===== src/hdl/tbs_pkg.sv =====
// tbs_pkg: types and constants shared by the bound smoothing block
// transaction structs, op and status codes, register indices, sequencer states
// no dependencies
package tbs_pkg;

  localparam logic [1:0] OP_LOAD = 2'd0;
  localparam logic [1:0] OP_RUN  = 2'd1;
  localparam logic [1:0] OP_READ = 2'd2;

  localparam logic [1:0] ST_ACK   = 2'd0;
  localparam logic [1:0] ST_CONV  = 2'd1;
  localparam logic [1:0] ST_LIMIT = 2'd2;
  localparam logic [1:0] ST_ERR   = 2'd3;

  localparam logic [1:0] REG_MIN_DIST   = 2'd0;
  localparam logic [1:0] REG_MAX_SWEEPS = 2'd1;
  localparam logic [1:0] REG_SIZE       = 2'd2;

  localparam logic [7:0] SWEEPS_RESET = 8'd100;
  localparam logic [6:0] SIZE_RESET   = 7'd64;

  // six entries per triple, nine update steps
  localparam logic [2:0] LAST_ENTRY = 3'd5;
  localparam logic [3:0] LAST_STEP  = 4'd8;

  typedef struct packed {
    logic [1:0]  op;
    logic [5:0]  row;
    logic [5:0]  col;
    logic [15:0] value;
  } in_item_t;

  typedef struct packed {
    logic [1:0]  status;
    logic [8:0]  sweeps_done;
    logic [15:0] read_value;
  } out_item_t;

  typedef struct packed {
    logic changed;
    logic fail;
  } step_flags_t;

  typedef enum logic [3:0] {
    S_IDLE,
    S_RD_WAIT,
    S_MIN_RD,
    S_MIN_CHK,
    S_SW_START,
    S_TR_RD,
    S_TR_LAST,
    S_STEP,
    S_TR_WR,
    S_SW_END
  } state_t;

endpackage


===== src/hdl/tbs_tri_step.sv =====
// tbs_tri_step: one triangle update step on the six bounds of a triple
// depends on tbs_pkg
module tbs_tri_step import tbs_pkg::*; #(
  parameter int VW = 16
) (
  input  logic [5:0][VW-1:0] vals,
  input  logic [3:0]         step,
  output logic [5:0][VW-1:0] vals_out,
  output step_flags_t        flags
);

  function automatic logic [VW-1:0] sat_add(input logic [VW-1:0] a, input logic [VW-1:0] b);
    logic [VW:0] s;
    s = {1'b0, a} + {1'b0, b};
    return s[VW] ? {VW{1'b1}} : s[VW-1:0];
  endfunction

  function automatic logic [VW-1:0] sat_sub(input logic [VW-1:0] a, input logic [VW-1:0] b);
    return (a > b) ? (a - b) : '0;
  endfunction

  logic [2:0]    t, lo, a, b;
  logic          upper, active;
  logic [VW-1:0] d;

  // entry order: uij uik ujk lji lki lkj
  always_comb begin
    t = 3'd0; lo = 3'd0; a = 3'd0; b = 3'd0; upper = 1'b0; active = 1'b1;
    unique case (step)
      4'd0: begin t = 3'd0; lo = 3'd3; a = 3'd1; b = 3'd2; upper = 1'b1; end
      4'd1: begin t = 3'd1; lo = 3'd4; a = 3'd0; b = 3'd2; upper = 1'b1; end
      4'd2: begin t = 3'd2; lo = 3'd5; a = 3'd0; b = 3'd1; upper = 1'b1; end
      4'd3: begin t = 3'd3; a = 3'd4; b = 3'd2; end
      4'd4: begin t = 3'd3; a = 3'd5; b = 3'd1; end
      4'd5: begin t = 3'd4; a = 3'd3; b = 3'd2; end
      4'd6: begin t = 3'd4; a = 3'd5; b = 3'd0; end
      4'd7: begin t = 3'd5; a = 3'd3; b = 3'd1; end
      4'd8: begin t = 3'd5; a = 3'd4; b = 3'd0; end
      default: active = 1'b0;
    endcase

    d = upper ? sat_add(vals[a], vals[b]) : sat_sub(vals[a], vals[b]);
    vals_out = vals;
    flags.changed = 1'b0;
    flags.fail = 1'b0;
    if (active) begin
      if (upper) begin
        if (vals[t] > d) begin
          vals_out[t] = d;
          flags.changed = 1'b1;
        end
        flags.fail = vals[lo] > d;
      end else if (vals[t] < d) begin
        vals_out[t] = d;
        flags.changed = 1'b1;
      end
    end
  end

endmodule


===== config.mk =====
export PLATFORM = sky130hd
export DESIGN_NAME = tbs_tri_step
export DESIGN_NICKNAME = d
export VERILOG_FILES = /design/src/hdl/tbs_pkg.sv /design/src/hdl/tbs_tri_step.sv
export SDC_FILE = /design/constraint.sdc
export NUM_CORES = 1
export LEC_CHECK = 0
export ABC_CLOCK_PERIOD_IN_PS = 9600
export BUFFER_PORTS_ARGS = -buffer_cell sky130_fd_sc_hd__buf_2
export CORE_MARGIN = 2
export CORE_UTILIZATION = 50
export DETAILED_ROUTE_END_ITERATION = 8
export PLACE_DENSITY = 0.88
export SLEW_MARGIN = 5
export SYNTH_ARGS = -nofsm -noshare
export SYNTH_HDL_FRONTEND = slang
export SYNTH_SLANG_ARGS = --single-unit

===== constraint.sdc =====
create_clock -name vclk -period 9.6
set_input_delay 0.48 -clock vclk [all_inputs]
set_output_delay 0.48 -clock vclk [all_outputs]
set_load 0.01 [all_outputs]

==> reports/metrics.csv, run 1 <==
stage,metric,value,unit
run_status,status,completed,
worst_hold_path,holdPathEnd,vals_out[83],
detailed_routing,wl,29.0,mm
place,placed_cell_area,7690,um2
worst_setup_path,crit_path_max_fanout,35,
yosys,synth.net_count,1156,
detailed_routing,first_pass_iters,9,
detailed_routing,drtAntennaViolNets,0,
yosys,synthXorXnorAreaFrac,0.940,%
worst_setup_path,setup.worst_path.start_class,primary input,
timing,finalCritPeriodShare,92.2,%
global_routing,grt_pass1_vias,7856,
detailed_routing,wl_per_cell,21.9,um
yosys,synth_compound_area_share,38.6,%
cells_and_area,multi_input_area,6050,um2
global_routing,grt_antenna_before_repair,1,
worst_setup_path,crit_type,primary input to primary output,
worst_setup_path,endpoint_kind,primary output,
worst_hold_path,timing.hold.worst.class,primary input to primary output,
place,dp.cells,1322,
power,power_leakage,0.00360,uW
yosys,netlist_area,6520,um2
worst_setup_path,slowest_stage,a211oi_1,
yosys,synth_area_leaders,"ha_1 12%, mux2_2 9.3%, o21ai_0 9.0%",
place,hpwl,23.0,mm
timing,hold_viol,0,
worst_setup_path,crit_arrival,8.37,ns
detailed_routing,first_iter_violations,1445,
global_routing,grt_max_degree,62,
cells_and_area,seq_cell_count,0,
yosys,synth_mux_area_share,19.5,%
detailed_routing,dr_wl_met3,4.35,mm
global_routing,grtUsageTotal,39.0,%
cells_and_area,final_cell_area,7690,um2
detailed_routing,highest_layer,met5,
cells_and_area,syn2layout_area_growth,17.9,%
detailed_routing,drc,0,
global_routing,grt-ovfl-total,0,
yosys,synth_warnings,0,
timing,worst_slew_pin_slew,1.17,ns
timing,slew_headroom,21.4,%
place,gp_congestion,1.04,
power,power.density,122,nW/um2
detailed_routing,viasPerCell,6.59,
detailed_routing,wl_met2,12.2,mm
clock_network,cts_hold_buf,0,
floorplan,num_rows,41,
yosys,yosys.area.top_type,ha_1,
yosys,synth_fa_ha_area_share,12.3,%
timing,setup_violations,0,
worst_setup_path,cpPeakStageDelay,0.98,ns
place,port_buffers,198,
global_routing,grt_pass1_wl,44.2,mm
cells_and_area,finalNonFillerCells,1322,
worst_hold_path,hold_start,vals[83],
timing,drv_slew,0,
worst_hold_path,hold-path-cell-count,4,
timing,fmax,113,MHz
yosys,synth_top_area_share,11.5,%
cells_and_area,layout-drive-gt1-share,28.0,%
floorplan,start_util,51.5,%
clock_network,cts_resized,0,
cells_and_area,ff_latch_area,0,um2
floorplan,dieHeight,118,um
yosys,syn_avg_cell_area,6.56,um2
yosys,synthDistinctLibCells,77,
floorplan,io_pins,198,
timing,finalWorstSetupSlack,0.751,ns
clock_network,postCtsSetupRepairBufs,0,
place,dpl_worst_slack,1.15,ns
floorplan,core_area,12700,um2
yosys,ys_seq_area_share,0,%
power,total_power,934,uW
detailed_routing,vias,8711,
timing,rsz0062_at_grt,no,
cells_and_area,clock_buffers,0,
floorplan,die_x,118,um
worst_setup_path,critPathRequiredTime,9.12,ns
timing,min_period,8.85,ns
yosys,syn_inst,994,
timing,fin_tns_setup,0,ns
detailed_routing,wl_met1,11.5,mm
flow_run,drv_cap,0,
worst_setup_path,cpMostUsedCell,a21oi_1,
floorplan,die-area,14000,um2
yosys,synthSimpleGateAreaFrac,20.8,%
yosys,synth_top_family_by_area,compound AO/OA/AOI/OAI gates,
cells_and_area,fin_nets,1314,
power,ir_worst_vdd,0.0508,mV
cells_and_area,fillers,1260,
cells_and_area,diodes,0,
## metal layers
layer  vias to the layer above  track usage, %
met3                        96            10.1
met1                      3903            54.7
met2                       694            58.4
met5                         -               0
li1                       4016               -
met4                         2            10.9
## cells by family (layout without fill, tap and decap cells)
logic type | count (synthesis) | in the layout
buf+inv | 126 | 282
compound gates | 393 | 393
simple gates | 290 | 290
mux | 115 | 115
fa+ha+maj | 63 | 63
xor+xnor | 7 | 7
## layout make-up
cell class	instances	share of cell area, %
Multi-Input combinational cell	868	78.7
Timing Repair Buffer	229	15.9
Inverter	53	2.59
Tap cell	172	2.80
## worst max-delay path by stage
stage,start,endpoint,slack [ns],cells after the start
after floorplan,step[2],vals_out[38],1.62,32
after global placement,step[1],vals_out[35],1.23,29
after detailed placement,step[1],vals_out[34],1.15,29
after CTS,step[0],vals_out[34],1.14,30
after global routing,step[0],vals_out[34],0.25,30
final,step[1],vals_out[34],0.75,29
## placed cells by master (no fill, tap or decap), types with 6 or more instances in the layout
| cell type | instances |
|---|---|
| nor2b_1 | 7 |
| inv_1 | 51 |
| nor3b_1 | 11 |
| a31oi_1 | 18 |
| a221oi_1 | 16 |
| mux2i_1 | 50 |
| buf_2 | 198 |
| o21a_1 | 9 |
| nor2_1 | 64 |
| buf_4 | 31 |
| mux2_4 | 10 |
| o21ai_0 | 116 |
| mux2_2 | 54 |
| nand4_1 | 6 |
| a21o_1 | 27 |
| nand3_1 | 10 |
| ha_1 | 60 |
| a211oi_1 | 17 |
| a21oi_1 | 83 |
| o211ai_1 | 15 |
| nand2_1 | 126 |
| nor3_1 | 13 |
| o22ai_1 | 18 |
| o31ai_1 | 8 |
| xnor2_1 | 7 |
| nand2b_1 | 23 |
## synthesized netlist by cell type (all sizes together), types with 8 or more instances
cell type,number
nor2,67
nand3,10
nor3b,11
nor3,15
o21ai,123
nand2,126
a31oi,19
buf,26
mux2,65
a211oi,19
nand2b,23
clkbuf,47
a21o,27
o211ai,17
mux2i,50
a21oi,84
a221oi,16
inv,51
o21a,9
o22ai,18
ha,60
o31ai,8
## critical path, delay by kind of cell
family / cells / cell delay (ns)
mux: 3 / 0.74
simple gates: 4 / 0.80
buf+inv: 5 / 1.47
fa+ha+maj: 2 / 0.84
compound gates: 15 / 4.01
## where the power goes
part	total (uW)	switching (uW)	internal, uW
combinational	934	590	343
clock	0	0	0
sequential	0	0	0
total	934	590	343
## through the flow
step                utilization [%]  hold slack [ns]
CTS                            60.7             1.31
finish                         60.7             1.31
floorplan                         -             1.08
global route                   60.7             1.33
detailed placement             60.7             1.30
global placement               60.7             1.30
Power figures use the tool's default switching activity.
==> inputs of run 2 (changes only) <==
- ABC_AREA: unset -> 1
==> run 2 against run 1 <==
Against the previous run:
- synthesized cell count is 26% higher
- combinational power up 16%
- die area is 0.92% lower
- wire length increased by 10%
- via count increased by 14%
- critical path depth increased by 8
- sequential share of layout area stayed put
- cell count grew 19%
- first-iteration DRC count rose by 0.97%
- clock-buffer cell count is the same
- critical endpoint is now vals_out[17]
- largest power group unchanged
- highest routed layer is now met4
==> reports/metrics.csv, run 2 <==
stage,metric,value,unit,change
run_status,status,completed,,
global_routing,grt_pass1_wl,47.9,mm,+8.4%
yosys,synth.net_count,1416,,+22%
worst_setup_path,crit_end,vals_out[17],,
yosys,syn_inst,1254,,+26%
timing,finalCritPeriodShare,88.4,%,-3.8 points
timing,rsz0062_at_grt,no,,
worst_setup_path,cpPeakStageDelay,0.50,ns,-0.48 ns
yosys,yosys.area.top_type,nand2_1,,
clock_network,cts_hold_buf,0,,unchanged
place,gp_congestion,1.10,,+6.1%
place,placed_cell_area,7490,um2,-2.5%
global_routing,grt-ovfl-total,0,,unchanged
yosys,synth_top_area_share,17.1,%,+5.6 points
cells_and_area,ff_latch_area,0,um2,unchanged
global_routing,grt_max_degree,57,,-8.1%
detailed_routing,wl_per_cell,20.4,um,-7.2%
place,hpwl,25.3,mm,+10%
floorplan,io_pins,198,,unchanged
worst_setup_path,crit_arrival,8.01,ns,-0.36 ns
timing,hold_viol,0,,unchanged
detailed_routing,vias,9941,,+14%
floorplan,dieHeight,118,um,-0.46%
flow_run,drv_cap,0,,unchanged
yosys,synthDistinctLibCells,46,,-40%
yosys,synthSimpleGateAreaFrac,34.1,%,+13 points
worst_setup_path,cpMostUsedCell,nand2_1,,
worst_setup_path,slowest_stage,inv_1,,
detailed_routing,drc,0,,unchanged
detailed_routing,drtAntennaViolNets,0,,unchanged
worst_setup_path,crit_type,primary input to primary output,,
yosys,synth_most_common_cell,nand2_1,,
timing,setup_violations,0,,unchanged
timing,min_period,8.49,ns,-0.363 ns
worst_setup_path,endpoint_kind,primary output,,
detailed_routing,first_iter_violations,1459,,+0.97%
yosys,synth_fa_ha_area_share,12.2,%,-0.036 points
worst_setup_path,critPathRequiredTime,9.12,ns,about the same
worst_hold_path,timing.hold.worst.class,primary input to primary output,,
timing,drv_slew,0,,unchanged
timing,fmax,118,MHz,+4.3%
cells_and_area,diodes,0,,unchanged
yosys,synth_warnings,0,,unchanged
worst_setup_path,setup.worst_path.start_class,primary input,,
timing,slew_headroom,22.3,%,+0.93 points
yosys,synthXorXnorAreaFrac,2.44,%,+1.5 points
global_routing,grt_pass1_vias,8745,,+11%
cells_and_area,layout-drive-gt1-share,18.2,%,-9.8 points
cells_and_area,final_cell_area,7490,um2,-2.5%
cells_and_area,clock_buffers,0,,unchanged
cells_and_area,fillers,1386,,+10%
global_routing,grt_antenna_before_repair,0,,-1
floorplan,die-area,13800,um2,-0.92%
cells_and_area,syn2layout_area_growth,16.1,%,
cells_and_area,fin_nets,1562,,+19%
global_routing,grtUsageTotal,43.3,%,+4.2 points
floorplan,core_area,12600,um2,-0.40%
yosys,synth_compound_area_share,36.1,%,-2.5 points
power,power.density,144,nW/um2,+18%
yosys,synth_mux_area_share,0,%,-19 points
worst_hold_path,hold-path-cell-count,4,,unchanged
clock_network,cts_resized,0,,unchanged
cells_and_area,final_common_cell,nand2_1,,
worst_setup_path,crit_path_max_fanout,56,,+60%
detailed_routing,viasPerCell,6.33,,-3.9%
power,ir_worst_vdd,0.0753,mV,+48%
yosys,syn_avg_cell_area,5.15,um2,-21%
cells_and_area,layout_common_cells,"294 x nand2_1, 198 x buf_2, 169 x o21ai_0",,
floorplan,die_x,118,um,-0.46%
yosys,yosys-top-cells-count,"294 x nand2_1, 169 x o21ai_0, 155 x inv_1",,
timing,fin_tns_setup,0,ns,unchanged
power,power_leakage,0.00410,uW,+14%
yosys,ys_seq_area_share,0,%,unchanged
yosys,synth_top_family_by_area,compound AO/OA/AOI/OAI gates,,
worst_setup_path,crit_start,step[1],,
detailed_routing,wl,32.0,mm,+10%
timing,worst_slew_pin_slew,1.16,ns,-0.00817 ns
place,port_buffers,198,,unchanged
floorplan,num_rows,41,,unchanged
clock_network,postCtsSetupRepairBufs,0,,unchanged
cells_and_area,seq_cell_count,0,,unchanged
detailed_routing,first_pass_iters,9,,unchanged
yosys,synth_area_leaders,"nand2_1 17%, o21ai_0 13%, ha_1 12%",,
yosys,netlist_area,6460,um2,-0.96%
floorplan,start_util,51.2,%,-0.29 points
-- run 2: cell types whose count changed after synthesis, moves of 16 or more --
| cell | before | now |
|---|---|---|
| nor2_1 | 66 | 102 |
| mux2i_1 | 50 | 0 |
| mux2_2 | 54 | 0 |
| o21ai_0 | 117 | 169 |
| nand3_1 | 10 | 68 |
| a21o_1 | 27 | 2 |
| nand2b_1 | 23 | 0 |
| nand2_1 | 126 | 294 |
| a21oi_1 | 84 | 103 |
| inv_1 | 51 | 155 |
| o21ai_1 | 5 | 21 |
-- run 2: power breakdown --
group          leakage, uW  switching [uW]  internal [uW]
clock network            0               0              0
logic              0.00410             740            337
registers                0               0              0
-- run 2: worst min path at each step --
stage | slack [ns] | endpoint | from
2_1_floorplan | 1.07 | vals_out[32] | vals[32]
3_3_place_gp | 1.26 | vals_out[64] | vals[64]
3_5_place_dp | 1.27 | vals_out[64] | vals[64]
4_1_cts | 1.27 | vals_out[64] | vals[64]
5_1_grt | 1.32 | vals_out[74] | vals[74]
6_report | 1.27 | vals_out[64] | vals[64]
-- run 2: cell type report --
class                      count  area [um2]  share of cell area (%)
timing repair buffer         220        1160                    15.4
multi-input combinational   1013        5500                    73.4
tap                          172         215                    2.87
inverter                     165         622                    8.30
-- run 2: worst max-delay path: cells and delay by family --
family | cells | cell delay [ns]
fa+ha+maj | 3 | 1.04
simple gates | 17 | 2.27
compound gates | 7 | 1.66
buf+inv | 10 | 2.49
-- run 2: metal layers --
layer	routed length (um)	track usage (%)
met1	11300	53.2
met2	13800	70.7
met3	3980	5.04
met4	2940	29.0
met5	0	0
-- run 2: kinds of logic after synthesis --
family,Yosys count
xor gates and xnor gates,18
buffers and inverters,241
AOI/OAI and AO/OA,410
and+or+nand+nor,523
adders and majority gates,62
-- run 2: per-stage QoR --
step / power, uW / hold WS (ns) / worst slack, ns / utilization (%) / cells
after floorplan: 694 / 1.07 / 3.39 / - / 1254
after CTS: 1040 / 1.27 / 1.39 / 59.4 / 1570
after global placement: 1020 / 1.26 / 1.71 / 59.4 / 1570
after global routing: 1160 / 1.32 / 0.569 / 59.4 / 1570
after detailed placement: 1030 / 1.27 / 1.43 / 59.4 / 1570
final: 1080 / 1.27 / 1.11 / 59.4 / 1570
==> inputs of run 3 (changes only) <==
- ABC_CLOCK_PERIOD_IN_PS: 9600 -> 7000
- PLACE_DENSITY: 0.88 -> 0.91
- clock period: 9.6 -> 7 ns (I/O delays scaled with it)
==> run 3 against run 2 <==
Against the previous run:
- sequential share of layout area unchanged
- wire length grew 2.7%
- clock-buffer cell count did not move
- non-clock buffer count grew 35
- combinational power up 44%
- critical path type unchanged
==> reports/metrics.csv, run 3 (synthesis gave the netlist of run 2 again) <==
stage,metric,value,unit,change
run_status,status,completed,,
worst_hold_path,hold-path-cell-count,4,,unchanged
cells_and_area,ff_latch_area,0,um2,unchanged
timing,fmax,150,MHz,
timing,min_period,6.65,ns,
cells_and_area,syn2layout_area_growth,21.2,%,
global_routing,grt_antenna_before_repair,0,,unchanged
place,gp_congestion,1.12,,+1.5%
timing,drv_slew,0,,unchanged
worst_setup_path,endpoint_kind,primary output,,
floorplan,die_x,118,um,unchanged
power,pwr-share-comb,100.0,%,about the same
timing,fin_tns_setup,0,ns,unchanged
worst_setup_path,critPathRequiredTime,6.65,ns,-2.47 ns
global_routing,grt-ovfl-total,0,,unchanged
detailed_routing,first_pass_iters,6,,-3
detailed_routing,vias,10060,,+1.2%
timing,finalCritPeriodShare,95.0,%,
detailed_routing,first_iter_violations,1465,,+0.41%
detailed_routing,drc,0,,unchanged
place,dpl_worst_slack,0.353,ns,-1.07 ns
cells_and_area,layout_common_cells,"294 x nand2_1, 198 x buf_2, 168 x o21ai_0",,
detailed_routing,wl_per_cell,20.4,um,+0.35%
worst_setup_path,crit_arrival,6.30,ns,-1.71 ns
floorplan,io_pins,198,,unchanged
power,p_int,515,uW,+53%
floorplan,core_area,12600,um2,unchanged
power,p_sw_share,66.8,%,-1.9 points
global_routing,grt_pass1_wl,48.0,mm,+0.25%
worst_setup_path,crit_path_max_fanout,25,,-55%
cells_and_area,finalNonFillerCells,1606,,+2.3%
timing,rsz0062_at_grt,no,,
cells_and_area,diodes,0,,unchanged
timing,finalWorstSetupSlack,0.349,ns,-0.765 ns
floorplan,num_rows,41,,unchanged
global_routing,grtUsageTotal,43.7,%,+0.48 points
cells_and_area,clock_buffers,0,,unchanged
power,power.density,198,nW/um2,+38%
place,dp.cells,1602,,+2.0%
power,ir_worst_vdd,0.110,mV,+46%
power,p_clk_share,0,%,unchanged
detailed_routing,viasPerCell,6.26,,-1.1%
worst_hold_path,timing.hold.worst.class,primary input to primary output,,
place,port_buffers,198,,unchanged
global_routing,grt_pass1_vias,8867,,+1.4%
floorplan,dieHeight,118,um,unchanged
worst_setup_path,slowest_stage,o21ai_0,,
worst_setup_path,crit_type,primary input to primary output,,
detailed_routing,drtAntennaViolNets,0,,unchanged
cells_and_area,multi_input_area,5540,um2,+0.68%
timing,hold_viol,0,,unchanged
cells_and_area,final_common_cell,nand2_1,,
power,switchingPower,1040,uW,+40%
place,hpwl,26.2,mm,+3.5%
cells_and_area,layout-drive-gt1-share,20.7,%,+2.5 points
power,power_leakage,0.00428,uW,+4.4%
worst_setup_path,cpMostUsedCell,nand2_1,,
timing,slew_headroom,42.3,%,+20 points
cells_and_area,fin_nets,1598,,+2.3%
worst_setup_path,setup.worst_path.start_class,primary input,,
flow_run,drv_cap,0,,unchanged
cells_and_area,seq_cell_count,0,,unchanged
floorplan,start_util,51.2,%,unchanged
timing,setup_violations,0,,unchanged
cells_and_area,fillers,1316,,-5.1%
floorplan,die-area,13800,um2,unchanged
global_routing,grt_max_degree,54,,-5.3%
detailed_routing,wl,32.8,mm,+2.7%
worst_setup_path,cpPeakStageDelay,0.45,ns,-0.05 ns
power,sequentialPowerShare,0,%,unchanged
timing,worst_slew_pin_slew,0.863,ns,-0.302 ns
## run 3: cell types whose count changed in the layout (fill, tap and decap cells not counted), sizes merged
cell,change
buf,+35
clkinvlp,+2
inv,-1
## run 3: worst max-delay path, delay by kind of cell
| kind | cells | cell delay, ns |
|---|---|---|
| and+or+nand+nor | 17 | 2.40 |
| AOI/OAI and AO/OA | 6 | 1.27 |
| buffers and inverters | 10 | 1.63 |
| adders and majority gates | 2 | 0.62 |
## run 3: power groups by stage
stage / combinational [uW] / sequential [uW] / clock, uW
after floorplan: 952 / 0 / 0
after global placement: 1450 / 0 / 0
after detailed placement: 1470 / 0 / 0
after CTS: 1470 / 0 / 0
after global routing: 1670 / 0 / 0
final: 1550 / 0 / 0
## run 3: final timing paths
path	start	to	slack [ns]
hold / removal	vals[65]	vals_out[65]	1.01
setup / recovery	step[3]	vals_out[7]	0.35
## run 3: timing repair
item,4_1_cts,5_1_grt
gates resized for setup,0,15
endpoints found under the setup margin,0,90
hold buffers,0,0
setup buffers,0,3
## run 3: final cells by class
type | count | share of cell area [%]
Inverter | 165 | 7.99
Timing Repair inverter | 1 | 0.0959
Tap cell | 172 | 2.75
Multi-Input combinational cell | 1013 | 70.8
Timing Repair Buffer | 255 | 18.4
## run 3: routing by layer
layer	track usage, %	share of wire, %	vias up
li1	-	-	4607
met1	51.6	36	4370
met2	72.0	43	844
met3	5.67	12	239
met4	33.1	9.9	0
met5	0	0	-
## run 3: metrics by stage
stage / util (%) / area, um2 / hold slack, ns / power, uW
after global routing: 62.0 / 7830 / 1.04 / 1670
after global placement: 61.4 / 7740 / 0.998 / 1450
final: 62.0 / 7830 / 1.01 / 1550
after floorplan: - / 6460 / 0.815 / 952
after CTS: 61.4 / 7740 / 1.01 / 1470
after detailed placement: 61.4 / 7740 / 1.01 / 1470
